$ cat src/rtl/gemm_ram.sv
// Generic simple dual-port RAM with one write port and a registered read port.
module gemm_ram #(
  parameter int unsigned WIDTH = 32,
  parameter int unsigned DEPTH = 64,
  localparam int unsigned ADDR_W = (DEPTH > 1) ? $clog2(DEPTH) : 1
) (
  input  logic              clk,
  input  logic              we,
  input  logic [ADDR_W-1:0] waddr,
  input  logic [WIDTH-1:0]  wdata,
  input  logic [ADDR_W-1:0] raddr,
  output logic [WIDTH-1:0]  rdata
);

  logic [WIDTH-1:0] mem [DEPTH];

  always_ff @(posedge clk) begin
    if (we) begin
      mem[waddr] <= wdata;
    end
    rdata <= mem[raddr];
  end

endmodule

$ cat config.mk
export PLATFORM = sky130hd
export DESIGN_NAME = gemm_ram
export DESIGN_NICKNAME = d
export VERILOG_FILES = /design/src/rtl/gemm_ram.sv
export SDC_FILE = /design/constraint.sdc
export NUM_CORES = 2
export LEC_CHECK = 0
export BUFFER_PORTS_ARGS = -buffer_cell sky130_fd_sc_hd__buf_4
export CORE_MARGIN = 10
export CORE_UTILIZATION = 42
export DETAILED_ROUTE_END_ITERATION = 12
export RECOVER_POWER = 25
export SETUP_SLACK_MARGIN = 0.05
export SLEW_MARGIN = 15
export SYNTH_ARGS = -nofsm -noshare
export SYNTH_HDL_FRONTEND = slang
export SYNTH_SLANG_ARGS = --single-unit
$ cat constraint.sdc
create_clock -name clk -period 11.5 [get_ports clk]
set_input_delay 2.3 -clock clk [delete_from_list [all_inputs] [get_ports clk]]
set_output_delay 2.3 -clock clk [all_outputs]
set_load 0.01 [all_outputs]
==> qor.yml <==
outcome:
  status: "finished with violations"
  violations: "capacitance limit, slew limit"
critical_path:
  path_depth: 7
  rr_endpoint: "rdata[3]"
  cpPeakStageDelay_ps: 800
  r2r_slack_ps: 9100
  rr_startpoint: "mem[47][3]"
  crit_path_top_delay_cell: "buf_4"
  end_kind: "register"
  arrival_ps: 5980
  worstSetupStartpoint: "raddr[0]"
  path_common_cell: "mux4_2"
  crit_required_ps: 12180
  path_cells: "buf_8, buf_12, buf_4, mux4_2, mux4_2, o22ai_1, nor2_1"
  cp_max_fo: 99
  cp_top_family: "buffers and inverters"
  crit_path_start_kind: "input port"
  path_class: "in2reg"
  r2r_cells: 4
  path_buf_inv: 3
timing:
  fin_skew_ps: 25.5
  finalCritPeriodShare_pct: 46.2
  rsz0062_at_grt: "false"
  finalHoldViolCount: 0
  worst_slew_pin_slew_ps: 3100
  finalSetupTns_ps: 0
  drv_slew: 1690
  setup_ws_ps: 6190
  max_freq_mhz: 188
  fin_crit_ps: 5310
  slew_headroom_pct: -107
  finalSetupViolations: 0
global_routing:
  grt_pass1_vias: 37300
  grt_use_total_pct: 19.7
  grt_pass1_wl_um: 287000
  grt_max_degree: 110
  antenna_found_initial: 10
  grt_remaining_overflow: 0
hold_path:
  holdPathStages: 4
  hold_class: "reg2reg"
  min_to: "rdata[4]"
  min-delay-start: "mem[13][4]"
place:
  routabilityCongestion: 0.748
  dp.cells: 5797
  preCtsSetupSlack_ps: 5180
  io_buffers: 77
  dp_hpwl_um: 107000
  place_area_mm2: 0.0826
drt:
  wl_per_cell_um: 32.9
  dr.pass1.iters: 5
  drc: 0
  ant_nets: 0
  vias: 36500
  wl_um: 203000
  drt_iter0_drc: 4314
  topRoutingLayerUsed: "met5"
  wl_met1_um: 82600
  viasPerCell: 5.92
  wl_met3_um: 14000
  met2_length_um: 98900
power:
  sw_frac_of_total_pct: 20.8
  p_seq_share_pct: 54.0
  p_comb_share_pct: 4.7
  p_leak_uw: 0.0273
  intPower_uw: 12400
  powerDensity_mw_per_mm2: 176
  p_clk_share_pct: 41.3
  irDropWorstVdd_v: 0.000167
  p_switching_uw: 3260
synth:
  synthArstFlopShare_pct: 0
  synth.distinct_cells: 34
  yosysWarnings: 0
  synthTopCellsByArea: "edfxtp_1, mux4_2, mux2i_1, dfxtp_1, o22ai_1"
  synth_top_cell_by_area: "edfxtp_1"
  netlist.area_leader.share_pct: 78.3
  synthTopCellsByCount: "edfxtp_1, mux4_2, nor2_1, mux2i_1, o22ai_1"
  synth_edf_count: 2048
  ys.flop_type: "edfxtp_1"
  synthCells: 3324
  ys_seq_area_share_pct: 79.1
  yosysMostFrequentCell: "edfxtp_1"
  syn-num-nets: 3370
  ys_ff_latch: 2080
  netlist_area_mm2: 0.0785
  syn_avg_cell_area_um2: 23.6
clocking:
  htree_levels: 4
  clk_pin_slew_ps: 60
  cts_resized: 0
  cts_buffer_depth: 3
  cts_tree: "built"
  clock-sinks: 2080
  clk_latency_ps: 830
  cts-root-buf: "clkbuf_16"
  post-cts-setup-buffers: 0
  cts_hold_buf: 0
  cts_buffers: 198
die:
  fp.dieH_um: 452
  rows: 158
  die_area_mm2: 0.205
  io_pins: 78
  start_util_pct: 42.3
  coreArea_mm2: 0.186
  die-width_um: 452
layout:
  seq_area_mm2: 0.0621
  stdcell_count: 6168
  fin_nets: 3563
  fillerInstances: 14800
  final_layout_size_suffix_gt1_share_pct: 28.5
  final_area_mm2: 0.0890
  multi_input_area_mm2: 0.0160
  area_growth_pct: 13.3
flow_run:
  cap_violations: 26
==> layout make-up <==
cell class / count / area share (%)
well taps: 2480 / 3.49
clock buffers: 254 / 6.01
repair buffers: 175 / 1.48
clock inverters: 112 / 1.22
diodes: 5 / 0.0141
multi-input cells: 1062 / 17.9
flip-flops and latches: 2080 / 69.8
==> worst reg2reg max path: cells and delay by family, from the launching register on <==
family | cells | cell delay [ps]
AND/OR/NAND/NOR | 1 | 100
AO/OA/AOI/OAI | 1 | 760
multiplexers | 2 | 1040
flip-flops | 1 | 360
==> power groups by stage <==
stage,Clock (uW),Sequential [uW],Combinational [uW]
final,6460,8450,743
after global routing,6870,8450,791
after CTS,6570,8430,761
after detailed placement,0,8600,760
after global placement,0,8590,752
after floorplan,0,8580,408
==> cells by family after synthesis <==
group | count (synthesis) | synth area share [%]
flops | 2080 | 79.1
mux | 637 | 16.8
simple gates | 223 | 1.27
compound gates | 202 | 1.67
buf+inv | 182 | 1.13
==> per-layer routing <==
| metal | global-route usage, % | vias to the layer above |
|---|---|---|
| met5 | 0 | - |
| met4 | 6.92 | 4 |
| met3 | 3.62 | 291 |
| met2 | 31.8 | 1455 |
| met1 | 26.9 | 20100 |
| li1 | - | 14600 |
==> flip-flops by register name, indices dropped and copies added (netlist names) <==
register and cells:
mem 2048, rdata 32
==> through the flow <==
step | util (%) | total power, uW | hold slack [ps]
after global placement | 44.5 | 9350 | 778
final | 47.9 | 15600 | 781
after global routing | 47.9 | 16100 | 827
after detailed placement | 44.5 | 9360 | 771
after CTS | 48.0 | 15800 | 780
after floorplan | - | 8980 | 663
==> cells in the final DEF (no fill, tap or decap), types with 38 or more instances in the layout <==
master / count
edfxtp_1: 2048
mux4_2: 544
clkbuf_16: 202
buf_4: 139
mux2i_1: 93
o22ai_1: 84
nor2_1: 75
clkbuf_1: 68
a21oi_1: 62
nor2_4: 62
clkinv_2: 38
==> worst max-delay path by stage <==
stage,endpoint
finish,rdata[28]
global route,rdata[28]
floorplan,mem[48][0]
detailed placement,rdata[28]
global placement,rdata[28]
CTS,rdata[28]
Note: power is estimated with default switching activity, not from simulation.
